<file path="src/rtl/pending_write_coalescing_buffer_core_macros.svh">
// ---------------------------------------------------------------------------
// pending write coalescing buffer: assertion macros
// Check forms used by the core rtl file; expects clk and arst_n in scope.
// ---------------------------------------------------------------------------
`ifndef PENDING_WRITE_COALESCING_BUFFER_CORE_MACROS_SVH
`define PENDING_WRITE_COALESCING_BUFFER_CORE_MACROS_SVH

// same-cycle implication, checked outside reset
`define PWCB_ASSERT_IMPL(name, ante, cons) \
	name: assert property (@(posedge clk) disable iff (!arst_n) (ante) |-> (cons)) \
		else $error("pwcb check failed");

// next-cycle implication, checked outside reset
`define PWCB_ASSERT_NEXT(name, ante, cons) \
	name: assert property (@(posedge clk) disable iff (!arst_n) (ante) |=> (cons)) \
		else $error("pwcb check failed");

`endif

</file>
<file path="src/rtl/pwcb_pkg.sv">
// ---------------------------------------------------------------------------
// pwcb_pkg
// Types, codes and constants shared by the coalescing buffer modules.
// ---------------------------------------------------------------------------
`default_nettype none
package pwcb_pkg;

	// parameter defaults
	localparam int ADDR_W_DEF    = 32;
	localparam int BUDGET_DEF    = 1024;
	localparam int MAX_RUNS_DEF  = 64;
	localparam int PTR_BYTES_DEF = 8;

	// widest forms of the per-run fields
	localparam int ADDR_MAX_W  = 64;
	localparam int IDX_W       = 8;
	localparam int CTR_W       = 3;
	localparam int COST_W      = 10;
	localparam int RUN_MAX_LEN = 255;

	// commands
	localparam logic [2:0] CMD_WR      = 3'd0;
	localparam logic [2:0] CMD_HI      = 3'd1;
	localparam logic [2:0] CMD_LO      = 3'd2;
	localparam logic [2:0] CMD_RD      = 3'd3;
	localparam logic [2:0] CMD_DRAIN   = 3'd4;
	localparam logic [2:0] CMD_DISCARD = 3'd5;

	// status codes
	localparam logic [1:0] ST_OK    = 2'd0;
	localparam logic [1:0] ST_FULL  = 2'd1;
	localparam logic [1:0] ST_EMPTY = 2'd2;

	typedef struct packed {
		logic [2:0]  cmd;
		logic [31:0] address;
		logic [7:0]  value;
		logic [7:0]  mem_byte;
	} req_t;

	typedef struct packed {
		logic [1:0]  status;
		logic [7:0]  data_byte;
		logic        changed;
		logic [31:0] write_address;
		logic        pending;
		logic        drained_last;
	} rsp_t;

	// one run as held in a cell
	typedef struct packed {
		logic [ADDR_MAX_W-1:0] start;
		logic [7:0]            len;
		logic [CTR_W-1:0]      ctr;
		logic [COST_W-1:0]     cost;
		logic [IDX_W-1:0]      page;
	} run_t;

	// lookup token walking down the cell row
	typedef struct packed {
		logic                  valid;
		logic [ADDR_MAX_W-1:0] addr;
		logic                  hit;
		logic [IDX_W-1:0]      hit_page;
		logic [7:0]            hit_off;
		logic                  ext;
		logic [IDX_W-1:0]      ext_idx;
		logic [IDX_W-1:0]      ext_page;
		logic [7:0]            ext_len;
		logic                  ext_ctr0;
	} tok_t;

	// update commands broadcast to the cells
	typedef struct packed {
		logic             shift;
		logic             ext;
		logic             open;
		logic [IDX_W-1:0] idx;
		run_t             run;
	} ctl_t;

	typedef enum logic [2:0] {
		S_IDLE,
		S_SCAN,
		S_OV_RD,
		S_WRITE,
		S_DRAIN_RD,
		S_DONE
	} fsm_t;

endpackage
`default_nettype wire

</file>
<file path="src/rtl/pwcb_cell.sv">
// ---------------------------------------------------------------------------
// pwcb_cell
// One run slot of the row: holds a run, checks the passing lookup token
// against it and hands the token to the next cell.
// ---------------------------------------------------------------------------
`default_nettype none
module pwcb_cell #(
	parameter int IDX       = 0,
	parameter int ADDR_W    = 32,
	parameter int PTR_BYTES = 8,
	parameter int CNT_W     = 7
) (
	input  wire logic               clk,
	input  wire logic               arst_n,
	input  wire logic [CNT_W-1:0]   run_count,
	input  wire logic [7:0]         cursor,
	input  wire pwcb_pkg::tok_t     tok_in,
	output pwcb_pkg::tok_t          tok_out,
	input  wire pwcb_pkg::run_t     nxt,
	output pwcb_pkg::run_t          cur,
	input  wire pwcb_pkg::ctl_t     ctl
);
	import pwcb_pkg::*;

	localparam logic [IDX_W-1:0] MY_IDX = IDX_W'(IDX);

	run_t              run_q;
	tok_t              tok_d;
	logic              tok_v_q;
	tok_t              tok_q;
	logic              live;
	logic [7:0]        lo;
	logic [ADDR_W-1:0] off;
	logic              hit;
	logic              ext;

	assign cur  = run_q;
	assign live = CNT_W'(IDX) < run_count;
	// bytes already drained from the head run are no longer pending
	assign lo   = (IDX == 0) ? cursor : 8'd0;
	assign off  = ADDR_W'(tok_in.addr) - ADDR_W'(run_q.start);
	assign hit  = live && (off >= ADDR_W'(lo)) && (off < ADDR_W'(run_q.len));
	assign ext  = live && (run_q.len != 8'(RUN_MAX_LEN)) &&
		((ADDR_W'(run_q.start) + ADDR_W'(run_q.len)) == ADDR_W'(tok_in.addr));

	// run storage: shift on head removal, grow on extend, load on open
	always_ff @(posedge clk) begin
		if (ctl.shift) begin
			run_q <= nxt;
		end else if (ctl.ext && ctl.idx == MY_IDX) begin
			run_q.len  <= run_q.len + 8'd1;
			run_q.ctr  <= (run_q.ctr == CTR_W'(PTR_BYTES - 1)) ? '0 : run_q.ctr + CTR_W'(1);
			run_q.cost <= run_q.cost + ((run_q.ctr == '0) ? COST_W'(PTR_BYTES) : '0);
		end else if (ctl.open && ctl.idx == MY_IDX) begin
			run_q <= ctl.run;
		end
	end

	// token update, earliest cell wins
	always_comb begin
		tok_d = tok_in;
		if (!tok_in.hit && hit) begin
			tok_d.hit      = 1'b1;
			tok_d.hit_page = run_q.page;
			tok_d.hit_off  = off[7:0];
		end
		if (!tok_in.ext && ext) begin
			tok_d.ext      = 1'b1;
			tok_d.ext_idx  = MY_IDX;
			tok_d.ext_page = run_q.page;
			tok_d.ext_len  = run_q.len;
			tok_d.ext_ctr0 = (run_q.ctr == '0);
		end
	end

	// token stage register
	always_ff @(posedge clk or negedge arst_n) begin
		if (!arst_n) begin
			tok_v_q <= 1'b0;
		end else begin
			tok_v_q <= tok_in.valid;
		end
	end

	always_ff @(posedge clk) begin
		tok_q <= tok_d;
	end

	always_comb begin
		tok_out       = tok_q;
		tok_out.valid = tok_v_q;
	end
endmodule
`default_nettype wire

</file>
<file path="config.mk">
export PLATFORM = sky130hd
export DESIGN_NAME = pwcb_cell
export DESIGN_NICKNAME = d
export VERILOG_FILES = /design/src/rtl/pending_write_coalescing_buffer_core_macros.svh /design/src/rtl/pwcb_pkg.sv /design/src/rtl/pwcb_cell.sv
export SDC_FILE = /design/constraint.sdc
export NUM_CORES = 1
export LEC_CHECK = 0
export BUFFER_PORTS_ARGS = -buffer_cell sky130_fd_sc_hd__buf_2
export CAP_MARGIN = 10
export CORE_AREA = 2 2 206 208
export DETAILED_ROUTE_END_ITERATION = 12
export DIE_AREA = 0 0 208 210
export PLACE_DENSITY = 0.56
export SLEW_MARGIN = 20
export SYNTH_ARGS = -nofsm -noshare
export SYNTH_HDL_FRONTEND = slang
export SYNTH_SLANG_ARGS = --single-unit
</file>
<file path="constraint.sdc">
create_clock -name clk -period 4.1 [get_ports clk]
set_input_delay 1.025 -clock clk [delete_from_list [all_inputs] [get_ports clk]]
set_output_delay 1.025 -clock clk [all_outputs]
set_load 0.01 [all_outputs]
</file>
==> insert_results.sql, run 1 <==
INSERT INTO impl_metrics (metric_group, metric, value, unit) VALUES
('outcome', 'result_of_the_run', 'complete, no violations', ''),
('floorplan', 'area_of_the_die', '0.0437', 'mm^2'),
('floorplan', 'floorplan.die.height', '210', 'um'),
('global_route', 'overall_global_routing_resource_usage', '19.7', '%'),
('logic_synthesis', 'synth-edff-count', '93', ''),
('clock_network', 'clock_insertion_delay_worst_skew', '540', 'ps'),
('final_layout', 'nets', '2063', ''),
('critical_path', 'worst-path-max-fanout', '4', ''),
('placed_design', 'port_buffers', '522', ''),
('final_layout', 'n_fill_cell', '4255', ''),
('final_layout', 'final_cell_area', '0.0161', 'mm^2'),
('critical_path', 'path_delay_family', 'simple AND/OR/NAND/NOR gates', ''),
('global_route', 'global_route.usage.met3', '3.37', '%'),
('floorplan', 'chipWidth', '208', 'um'),
('floorplan', 'boundaryPins', '523', ''),
('sta', 'totalNegativeSetupSlack', '0', 'ps'),
('logic_synthesis', 'synth_largest_type_area_fraction', '25.8', '%'),
('final_layout', 'multi_input_comb_area', '0.00566', 'mm^2'),
('sta', 'max_freq', '250', 'MHz'),
('logic_synthesis', 'synthCells', '1024', ''),
('final_layout', 'antenna_cells_inserted', '0', ''),
('global_route', 'grt_start_max_net_pins', '45', ''),
('clock_network', 'cts.sinks', '201', ''),
('critical_path', 'timing_worst_setup_path_type', 'in2reg', ''),
('logic_synthesis', 'ys.flop_type', 'sky130_fd_sc_hd__dfxtp_1', ''),
('logic_synthesis', 'yosys.cell_count.top_type', 'sky130_fd_sc_hd__dfxtp_1', ''),
('final_layout', 'area_growth_syn_to_layout', '49.0', '%'),
('global_route', 'global_route_wire_length_before_repair', '65500', 'um'),
('sta', 'worst_clock_skew', '20.6', 'ps'),
('critical_path', 'crit_arrival', '4420', 'ps'),
('routing', 'post_drt_via_cell_ratio', '4.73', ''),
('routing', 'routed-via-count', '10600', ''),
('logic_synthesis', 'synth-warning-count', '0', ''),
('critical_path', 'timing.critical_path.slowest_cell_delay', '310', 'ps'),
('routing', 'drc_errors', '0', ''),
('global_route', 'number_of_antenna_violations_at_the_first_check_in_global_routing', '2', ''),
('logic_synthesis', 'synth_net_count', '1408', ''),
('routing', 'wire_per_inst', '20.4', 'um'),
('logic_synthesis', 'syn-cell-area', '0.0108', 'mm^2'),
('critical_path', 'crit_path_start_kind', 'input port', ''),
('sta', 'min_period', '4000', 'ps'),
('critical_path', 'critical_path.slowest_cell', 'sky130_fd_sc_hd__nor4_4', ''),
('pwr', 'power.ir.vdd_worst', '0.000343', 'V'),
('critical_path', 'crit_buf_inv', '2', ''),
('clock_network', 'clock_tree.buffer_depth', '3', ''),
('final_layout', 'final-seq-area', '0.00496', 'mm^2'),
('floorplan', 'floorplan.rows', '75', ''),
('clock_network', 'cts-htree-levels', '1', ''),
('sta', 'finalHoldWorstSlack', '250', 'ps'),
('final_layout', 'final_layout_size_suffix_gt1_share', '49.9', '%'),
('routing', 'postRouteAntennaNets', '0', ''),
('clock_network', 'cts_root_buf', 'sky130_fd_sc_hd__clkbuf_16', ''),
('floorplan', 'initial_utilization', '26.1', '%'),
('logic_synthesis', 'synthesis.area_per_instance', '10.6', 'um^2'),
('sta', 'slew_violations', '0', ''),
('placed_design', 'post_dp_cell_area', '0.0151', 'mm^2'),
('final_layout', 'non_filler_instances', '2236', ''),
('critical_path', 'cp.required', '4520', 'ps'),
('clock_network', 'cts_bufs_inserted', '25', ''),
('placed_design', 'placed_instance_count', '2183', ''),
('min_path', 'hold_path.class', 'in2async', ''),
('logic_synthesis', 'share_of_flip_flops_with_an_asynchronous_set_or_reset_after_synthesis', '0.498', '%'),
('run', 'maxCapViolCount', '0', ''),
('global_route', 'most_used_layer_global_route', 'met2', ''),
('global_route', 'total_congestion_overflow', '0', ''),
('placed_design', 'routabilityCongestion', '0.962', ''),
('placed_design', 'dp_hpwl', '38100', 'um'),
('sta', 'period_utilization', '97.4', '%'),
('pwr', 'p_leak', '0.00749', 'uW'),
('sta', 'rsz_0062_raised_after_global_routing', 'yes', ''),
('global_route', 'globalRouteMet2Util', '34.6', '%');
-- cells by family (layout without fill, tap and decap cells) --
family                     after synthesis  after routing  synth area share, %
AOI/OAI and AO/OA                      221            221                 13.4
adders and majority gates               62             62                 7.30
muxes                                  117            117                 12.3
xor gates and xnor gates                71             71                 5.74
and+or+nand+nor                        252            252                 11.8
buffers and inverters                  100            773                 3.61
DFF                                    201            201                 45.8
-- flip-flops by register name, summed over array words and instances, names as in the netlist --
name     flops
tok_out    107
cur         93
tok_v_q      1
-- worst reg2reg max path: cells and delay by family (launching register included) --
kind | cells | cell delay [ps]
AND/OR/NAND/NOR | 6 | 1110
XOR/XNOR | 1 | 250
buffers and inverters | 2 | 350
adder cells (fa/ha/maj) | 2 | 600
multiplexers | 1 | 290
AO/OA/AOI/OAI | 4 | 730
flip-flops | 1 | 480
-- worst paths after layout --
path                              startpoint                  end  slack, ps  cells after the start
max in group asynchronous             arst_n    tok_v_q$_DFF_PN0_       3760                      1
max reg2reg                cur[35]$_DFFE_PP_  tok_out[33]$_DFF_P_        180                     16
max                               tok_in[47]  tok_out[33]$_DFF_P_        100                     18
min                                   arst_n    tok_v_q$_DFF_PN0_        250                      1
min in group clk            cur[3]$_DFFE_PP_  tok_out[37]$_DFF_P_        540                      1
min reg2reg                 cur[3]$_DFFE_PP_  tok_out[37]$_DFF_P_        540                      1
-- repair_timing --
item | CTS | global route
endpoints found under the setup margin | 0 | 17
resized for setup | 0 | 21
setup buffers | 0 | 6
-- area by class of cell --
class                           count  area share [%]
Timing Repair Buffer              665            23.3
Clock inverter                     14           0.837
Clock buffer                       31            4.33
Tap cell                          539            4.18
Inverter                           63            1.54
Sequential cell                   201            30.7
Multi-Input combinational cell    723            35.1
-- per-layer routing --
metal  share of wire (%)  vias up
li1                    -     5073
met1                  42     5031
met2                  49      396
met3                 5.4       79
met4                 2.8        4
met5               0.066        -
-- cells in the final DEF, fill, tap and decap left out, drive strengths merged, types with 9 or more instances in the layout --
| cell | count |
|---|---|
| a211oi | 9 |
| a21o | 17 |
| a21oi | 60 |
| and2 | 11 |
| buf | 663 |
| clkbuf | 33 |
| clkinv | 9 |
| dfxtp | 107 |
| edfxtp | 93 |
| ha | 60 |
| inv | 66 |
| mux2 | 106 |
| mux2i | 11 |
| nand2 | 70 |
| nand2b | 11 |
| nand3 | 27 |
| nand4 | 21 |
| nor2 | 47 |
| nor3 | 14 |
| nor4 | 14 |
| o211ai | 13 |
| o21a | 17 |
| o21ai | 54 |
| xnor2 | 48 |
| xor2 | 23 |
-- stage by stage --
stage	util, %	setup slack (ps)
after global routing	38.9	-32.7
after detailed placement	36.4	-510
after floorplan	-	-91.9
final	38.9	105
after global placement	36.4	-430
after CTS	38.4	66.7
-- power breakdown --
group	internal (uW)	total, uW	switching (uW)
sequential	2260	2350	91.9
combinational	859	1840	983
clock	1340	2220	883
total	4460	6420	1960
No activity file was read; power rests on OpenSTA's default activity.
==> inputs of run 2 (changes only) <==
- PLACE_DENSITY: 0.56 -> default
- RECOVER_POWER: default -> 100
- clock period: 4.1 -> 4.8 ns (I/O delays scaled with it)
==> run 2 against run 1 <==
  * The flow now finishes with violations (max-capacitance violations, max-slew violations)
  * Die area did not move
  * Clock skew up 5.4 ps
  * Clock-buffer cell count up 6
  * Critical path type is now reg2reg
==> insert_results.sql, run 2 (same netlist as run 1, synthesis figures left out) <==
INSERT INTO impl_metrics (metric_group, metric, value, unit) VALUES
('routing', 'routed-via-count', '10200', ''),
('global_route', 'overall_global_routing_resource_usage', '19.1', '%'),
('routing', 'wire_per_inst', '20.4', 'um'),
('pwr', 'internal-power', '3590', 'uW'),
('floorplan', 'area_of_the_die', '0.0437', 'mm^2'),
('placed_design', 'port_buffers', '522', ''),
('routing', 'post_drt_via_cell_ratio', '4.75', ''),
('critical_path', 'cp.required', '5230', 'ps'),
('clock_network', 'cts_tree', 'built', ''),
('min_path', 'hold_path.class', 'in2async', ''),
('clock_network', 'clock_tree.buffer_depth', '3', ''),
('sta', 'worst_clock_skew', '25.9', 'ps'),
('floorplan', 'initial_utilization', '26.1', '%'),
('sta', 'min_period', '4360', 'ps'),
('floorplan', 'floorplan.rows', '75', ''),
('pwr', 'finalPower', '5210', 'uW'),
('routing', 'drt_first_iter_violations', '513', ''),
('pwr', 'netSwitchingFraction', '31.0', '%'),
('pwr', 'p_leak', '0.00628', 'uW'),
('clock_network', 'cts_root_buf', 'sky130_fd_sc_hd__clkbuf_16', ''),
('critical_path', 'critical_path.most_common_cell', 'sky130_fd_sc_hd__o21a_1', ''),
('clock_network', 'hold_buffer_count_at_cts', '0', ''),
('run', 'maxCapViolCount', '1', ''),
('clock_network', 'cts.sinks', '201', ''),
('clock_network', 'cts-htree-levels', '1', ''),
('critical_path', 'crit_arrival', '4790', 'ps'),
('global_route', 'number_of_antenna_violations_at_the_first_check_in_global_routing', '6', ''),
('sta', 'timing.final.hold_violations', '0', ''),
('pwr', 'p_per_area', '351', 'mW/mm^2'),
('pwr', 'combinationalPowerShare', '25.3', '%'),
('critical_path', 'crit_path_start_kind', 'register', ''),
('floorplan', 'boundaryPins', '523', ''),
('clock_network', 'cts_bufs_inserted', '25', ''),
('critical_path', 'worstSetupEndpointType', 'register', ''),
('routing', 'postRouteAntennaNets', '0', ''),
('global_route', 'total_congestion_overflow', '0', ''),
('clock_network', 'clock_insertion_delay_worst_skew', '550', 'ps'),
('sta', 'worst-slew-pin-transition', '3040', 'ps'),
('sta', 'slew_violations', '66', ''),
('routing', 'detail_route.first_pass.iterations', '5', ''),
('critical_path', 'timing_worst_setup_path_type', 'reg2reg', ''),
('final_layout', 'max_reg_flops', '107', ''),
('placed_design', 'dp_hpwl', '36300', 'um'),
('global_route', 'grt_start_max_net_pins', '67', ''),
('placed_design', 'routabilityCongestion', '0.932', ''),
('clock_network', 'clkTransAtPathRegs', '60', 'ps'),
('final_layout', 'final_layout_size_suffix_gt1_share', '29.5', '%'),
('sta', 'report.final.setup_viol', '0', ''),
('clock_network', 'post_cts_buffers', '0', ''),
('critical_path', 'worst-path-max-fanout', '26', ''),
('final_layout', 'nets', '1969', ''),
('final_layout', 'area_growth_syn_to_layout', '37.0', '%'),
('global_route', 'global_route_wire_length_before_repair', '63400', 'um'),
('final_layout', 'antenna_cells_inserted', '0', ''),
('global_route', 'first_global_vias', '10500', ''),
('pwr', 'clock_power_share', '35.8', '%'),
('critical_path', 'critical_path.slowest_cell', 'sky130_fd_sc_hd__nor3_1', ''),
('critical_path', 'critical_path.cell_chain', 'ha_1 -> o21a_1 -> o21a_1 -> o21ai_0 -> nor3_1 -> and3_1 -> o211ai_1 -> nor4_1 -> nand4_1 -> clkbuf_2 -> mux2_1', ''),
('outcome', 'result_of_the_run', 'complete, but fails checks', ''),
('routing', 'drc_errors', '0', ''),
('clock_network', 'post_cts_resized', '0', ''),
('pwr', 'power_dissipated_by_switching_net_loads', '1620', 'uW'),
('sta', 'final.setup.worst_slack', '436', 'ps'),
('pwr', 'power.ir.vdd_worst', '0.000277', 'V'),
('outcome', 'violated_checks', 'max-capacitance violations, max-slew violations', ''),
('final_layout', 'layout_common_cells', 'sky130_fd_sc_hd__buf_2 (298), sky130_fd_sc_hd__clkbuf_1 (243), sky130_fd_sc_hd__dfxtp_1 (107)', ''),
('pwr', 'power.sequential.fraction', '38.9', '%'),
('floorplan', 'floorplan_core_area', '0.0415', 'mm^2'),
('sta', 'slew_headroom', '-103', '%'),
('final_layout', 'most_common_cell_after_layout_fill_and_taps_aside', 'sky130_fd_sc_hd__buf_2', ''),
('sta', 'max_freq', '229', 'MHz'),
('placed_design', 'dp_slack', '-91.9', 'ps'),
('routing', 'finalWirelength', '43600', 'um'),
('floorplan', 'chipWidth', '208', 'um'),
('critical_path', 'timing.critical_path.slowest_cell_delay', '680', 'ps'),
('sta', 'rsz_0062_raised_after_global_routing', 'no', ''),
('sta', 'period_utilization', '90.9', '%'),
('floorplan', 'floorplan.die.height', '210', 'um');
run 2: path summary, 6_finish.rpt:
path	from	endpoint	slack, ps	depth (start not counted)
hold reg to reg	cur[4]$_DFFE_PP_	tok_out[38]$_DFF_P_	510	1
setup reg to reg	cur[26]$_DFFE_PP_	tok_out[13]$_DFF_P_	440	11
max in group asynchronous	arst_n	tok_v_q$_DFF_PN0_	4300	1
setup / recovery	cur[26]$_DFFE_PP_	tok_out[13]$_DFF_P_	440	11
hold / removal	arst_n	tok_v_q$_DFF_PN0_	410	1
min in group clk	cur[4]$_DFFE_PP_	tok_out[38]$_DFF_P_	510	1
run 2: power by group through the flow:
stage	clock network [uW]	logic, uW	registers, uW
2_1_floorplan	0	702	2100
6_report	1860	1320	2020
3_5_place_dp	0	1360	2060
3_3_place_gp	0	1350	2060
5_1_grt	2000	1450	2040
4_1_cts	1920	1360	2020
run 2: layout make-up:
class | instances | area (um^2)
clock buffer | 37 | 712
clock inverter | 9 | 98.8
fill | 4400 | 26600
inverter | 63 | 236
multi-input combinational | 723 | 5470
sequential | 201 | 4960
tap | 539 | 674
timing repair buffer | 571 | 2700
run 2: critical path: cells and delay by family (launching register included):
kind	cells	cell delay (ps)
buf+inv	1	480
simple gates	4	1540
compound gates	4	670
flops	1	560
mux	1	510
fa+ha+maj	1	440
run 2: routing by layer:
metal  routed length, um  track usage, %
met5                  55               0
met4                1080            5.36
met3                2420            3.47
met2               21600            33.6
met1               18500            23.8
run 2: metrics by stage:
step / hold slack, ps / cells / TNS [ps] / cell area, um^2 / util, %
floorplan: 570 / 1024 / 0 / 10800 / -
global placement: 530 / 2097 / -229 / 14400 / 34.7
detailed placement: 523 / 2097 / -1110 / 14400 / 34.7
CTS: 372 / 2143 / 0 / 15200 / 36.6
global route: 375 / 2143 / 0 / 14800 / 35.8
finish: 412 / 2143 / 0 / 14800 / 35.8
==> inputs of run 3 (changes only) <==
- ABC_AREA: default -> 1
- CORE_AREA: 2 2 206 208 -> 2 2 201 203
- DIE_AREA: 0 0 208 210 -> 0 0 203 205
==> run 3 against run 2 <==
  * The flow still finishes with violations (max-capacitance violations, max-slew violations)
  * Clock-buffer cell count fell by 3
  * Core utilization rose by 2.9 points
  * Total power fell by 1.3%
  * First-iteration DRC count rose by 46%
  * Cell area rose by 2.7%
  * Register-to-register slack improved by 590 ps
  * Final cell count rose by 23%
  * Largest power group unchanged
  * Hold slack improved by 34 ps
==> insert_results.sql, run 3 <==
INSERT INTO impl_metrics (metric_group, metric, value, unit) VALUES
('outcome', 'result_of_the_run', 'complete, but fails checks', ''),
('outcome', 'violated_checks', 'max-capacitance violations, max-slew violations', ''),
('clock_network', 'clock_insertion_delay_worst_skew', '540', 'ps'),
('final_layout', 'n_fill_cell', '4312', ''),
('logic_synthesis', 'synth-edff-count', '93', ''),
('routing', 'finalWirelength', '44600', 'um'),
('sta', 'max_freq', '245', 'MHz'),
('final_layout', 'area_growth_syn_to_layout', '31.8', '%'),
('logic_synthesis', 'synth_net_count', '1957', ''),
('global_route', 'overall_global_routing_resource_usage', '20.8', '%'),
('pwr', 'clock_power_share', '35.8', '%'),
('logic_synthesis', 'post_synth_main_area_contributors', 'sky130_fd_sc_hd__edfxtp_1 (24%), sky130_fd_sc_hd__nand2_1 (21%), sky130_fd_sc_hd__dfxtp_1 (19%)', ''),
('placed_design', 'dp_hpwl', '37600', 'um'),
('clock_network', 'hold_buffer_count_at_cts', '0', ''),
('final_layout', 'nets', '2480', ''),
('sta', 'worst-slew-pin-transition', '1760', 'ps'),
('routing', 'postRouteAntennaNets', '0', ''),
('logic_synthesis', 'synthesis.area_per_instance', '7.35', 'um^2'),
('floorplan', 'boundaryPins', '523', ''),
('critical_path', 'setup.reg_to_reg.worst_slack', '1030', 'ps'),
('clock_network', 'clock_tree.buffer_depth', '3', ''),
('global_route', 'number_of_antenna_violations_at_the_first_check_in_global_routing', '6', ''),
('logic_synthesis', 'syn-cell-area', '0.0116', 'mm^2'),
('clock_network', 'clkTransAtPathRegs', '60', 'ps'),
('placed_design', 'routabilityCongestion', '0.934', ''),
('global_route', 'total_congestion_overflow', '0', ''),
('sta', 'timing.final.hold_violations', '0', ''),
('floorplan', 'floorplan.rows', '73', ''),
('logic_synthesis', 'synth_seq_cells', '201', ''),
('final_layout', 'layout_common_cells', 'sky130_fd_sc_hd__nand2_1 (646), sky130_fd_sc_hd__buf_2 (289), sky130_fd_sc_hd__clkbuf_1 (237)', ''),
('sta', 'period_utilization', '85.2', '%'),
('critical_path', 'timing.critical_path.slowest_cell_delay', '1330', 'ps'),
('placed_design', 'port_buffers', '522', ''),
('min_path', 'hold_path.class', 'in2async', ''),
('critical_path', 'path_delay_family', 'compound AO/OA/AOI/OAI gates', ''),
('routing', 'drt_first_iter_violations', '747', ''),
('critical_path', 'timing_worst_setup_path_type', 'in2reg', ''),
('critical_path', 'critical_path.reg2reg.endpoint', 'tok_out[33]$_DFF_P_', ''),
('pwr', 'netSwitchingFraction', '32.0', '%'),
('global_route', 'grt_start_max_net_pins', '89', ''),
('sta', 'worst_clock_skew', '21.6', 'ps'),
('logic_synthesis', 'synth.largest_area_cell', 'sky130_fd_sc_hd__edfxtp_1', ''),
('critical_path', 'worst-path-max-fanout', '56', ''),
('pwr', 'p_leak', '0.00772', 'uW'),
('run', 'maxCapViolCount', '2', ''),
('floorplan', 'initial_utilization', '29.4', '%'),
('clock_network', 'cts_tree', 'built', ''),
('routing', 'drc_errors', '0', ''),
('logic_synthesis', 'synthCells', '1573', ''),
('logic_synthesis', 'ys.flop_type', 'sky130_fd_sc_hd__dfxtp_1', ''),
('global_route', 'global_route_wire_length_before_repair', '66400', 'um'),
('sta', 'totalNegativeSetupSlack', '0', 'ps'),
('logic_synthesis', 'synth_largest_type_area_fraction', '24.1', '%'),
('sta', 'rsz_0062_raised_after_global_routing', 'no', ''),
('final_layout', 'max_reg_flops', '107', ''),
('clock_network', 'post_cts_resized', '0', ''),
('clock_network', 'cts_bufs_inserted', '23', ''),
('critical_path', 'critical_path.cell_chain', 'buf_2 -> nor4_1 -> and2_0 -> nand2_1 -> o21ai_1 -> clkbuf_4', ''),
('pwr', 'combinationalPowerShare', '24.6', '%'),
('critical_path', 'critical_path.slowest_cell', 'sky130_fd_sc_hd__o21ai_1', ''),
('sta', 'report.final.setup_viol', '0', ''),
('critical_path', 'cp.required', '4950', 'ps'),
('floorplan', 'area_of_the_die', '0.0416', 'mm^2'),
('clock_network', 'cts.sinks', '201', ''),
('logic_synthesis', 'yosys.cell_count.top_type', 'sky130_fd_sc_hd__nand2_1', ''),
('pwr', 'power_dissipated_by_switching_net_loads', '1650', 'uW'),
('floorplan', 'floorplan_core_area', '0.0394', 'mm^2'),
('pwr', 'p_per_area', '337', 'mW/mm^2'),
('clock_network', 'post_cts_buffers', '0', ''),
('sta', 'slew_headroom', '-17.8', '%'),
('pwr', 'internal-power', '3500', 'uW'),
('logic_synthesis', 'synth_top_cells_by_count', 'sky130_fd_sc_hd__nand2_1 (646), sky130_fd_sc_hd__inv_1 (188), sky130_fd_sc_hd__nand3_1 (130)', ''),
('critical_path', 'crit_arrival', '4230', 'ps'),
('sta', 'min_period', '4090', 'ps'),
('clock_network', 'cts-htree-levels', '1', ''),
('clock_network', 'cts_root_buf', 'sky130_fd_sc_hd__clkbuf_16', ''),
('critical_path', 'timing.reg2reg.worst_path_depth', '24', ''),
('critical_path', 'cp_num_cells', '6', ''),
('logic_synthesis', 'ys_seq_area_share', '42.9', '%'),
('routing', 'routed-via-count', '12100', ''),
('routing', 'wire_per_inst', '16.9', 'um'),
('critical_path', 'crit_path_start_kind', 'input port', ''),
('routing', 'post_drt_via_cell_ratio', '4.57', ''),
('critical_path', 'worstSetupEndpointType', 'register', ''),
('floorplan', 'chipWidth', '203', 'um'),
('pwr', 'power.ir.vdd_worst', '0.000231', 'V'),
('pwr', 'finalPower', '5140', 'uW'),
('pwr', 'power.sequential.fraction', '39.6', '%'),
('critical_path', 'timing.rr.start', 'cur[35]$_DFFE_PP_', ''),
('logic_synthesis', 'synth-warning-count', '0', ''),
('routing', 'detail_route.first_pass.iterations', '5', ''),
('logic_synthesis', 'synth_cell_type_count', '44', ''),
('critical_path', 'crit_buf_inv', '2', ''),
('global_route', 'first_global_vias', '12100', ''),
('final_layout', 'final_layout_size_suffix_gt1_share', '17.1', '%'),
('floorplan', 'floorplan.die.height', '205', 'um'),
('sta', 'finalHoldWorstSlack', '445', 'ps'),
('sta', 'slew_violations', '107', ''),
('logic_synthesis', 'share_of_flip_flops_with_an_asynchronous_set_or_reset_after_synthesis', '0.498', '%'),
('final_layout', 'most_common_cell_after_layout_fill_and_taps_aside', 'sky130_fd_sc_hd__nand2_1', '');
run 3: worst max-delay path by stage:
stage	from	endpoint	slack (ps)
after floorplan	ctl[94]	cur[0]$_DFFE_PP_	780
after global placement	tok_in[43]	tok_out[34]$_DFF_P_	590
after detailed placement	tok_in[43]	tok_out[34]$_DFF_P_	520
after CTS	tok_in[43]	tok_out[34]$_DFF_P_	1080
after global routing	ctl[94]	cur[60]$_DFFE_PP_	340
final	ctl[94]	cur[60]$_DFFE_PP_	710
run 3: power groups by stage:
| stage | logic, uW | clock network [uW] | registers [uW] |
|---|---|---|---|
| final | 1260 | 1840 | 2040 |
| after global routing | 1420 | 1940 | 2050 |
| after CTS | 1310 | 1880 | 2030 |
| after detailed placement | 1300 | 0 | 2070 |
| after global placement | 1290 | 0 | 2070 |
| after floorplan | 723 | 0 | 2100 |
run 3: cell type report:
cell class	instances	area, um^2	area share [%]
diodes	5	12.5	0.0821
clock inverters	8	80.1	0.525
clock buffers	34	721	4.73
inverters	194	728	4.78
repair buffers	527	2360	15.5
well taps	525	657	4.31
multi-input cells	1149	5730	37.6
flip-flops and latches	201	4960	32.5
run 3: logic make-up after synthesis:
logic type / after synthesis / share of synthesized area, %
simple gates: 949 / 34.4
flops: 201 / 42.9
buf+inv: 223 / 7.50
compound gates: 87 / 4.37
xor+xnor: 51 / 3.98
fa+ha+maj: 62 / 6.84
run 3: routing by layer:
layer	share of wire [%]	track usage, %	vias to the layer above
met4	3.3	7.40	4
met2	51	37.8	382
met3	5.2	3.17	80
met5	0.061	0	-
li1	-	-	6062
met1	41	24.7	5552
run 3: per-stage QoR:
stage / cell area, um^2 / util [%] / std cells / setup slack (ps)
2_1_floorplan: 11600 / - / 1573 / 775
3_3_place_gp: 14800 / 37.5 / 2596 / 595
3_5_place_dp: 14800 / 37.5 / 2596 / 523
4_1_cts: 15600 / 39.5 / 2638 / 1080
5_1_grt: 15200 / 38.7 / 2641 / 343
6_report: 15200 / 38.7 / 2643 / 712
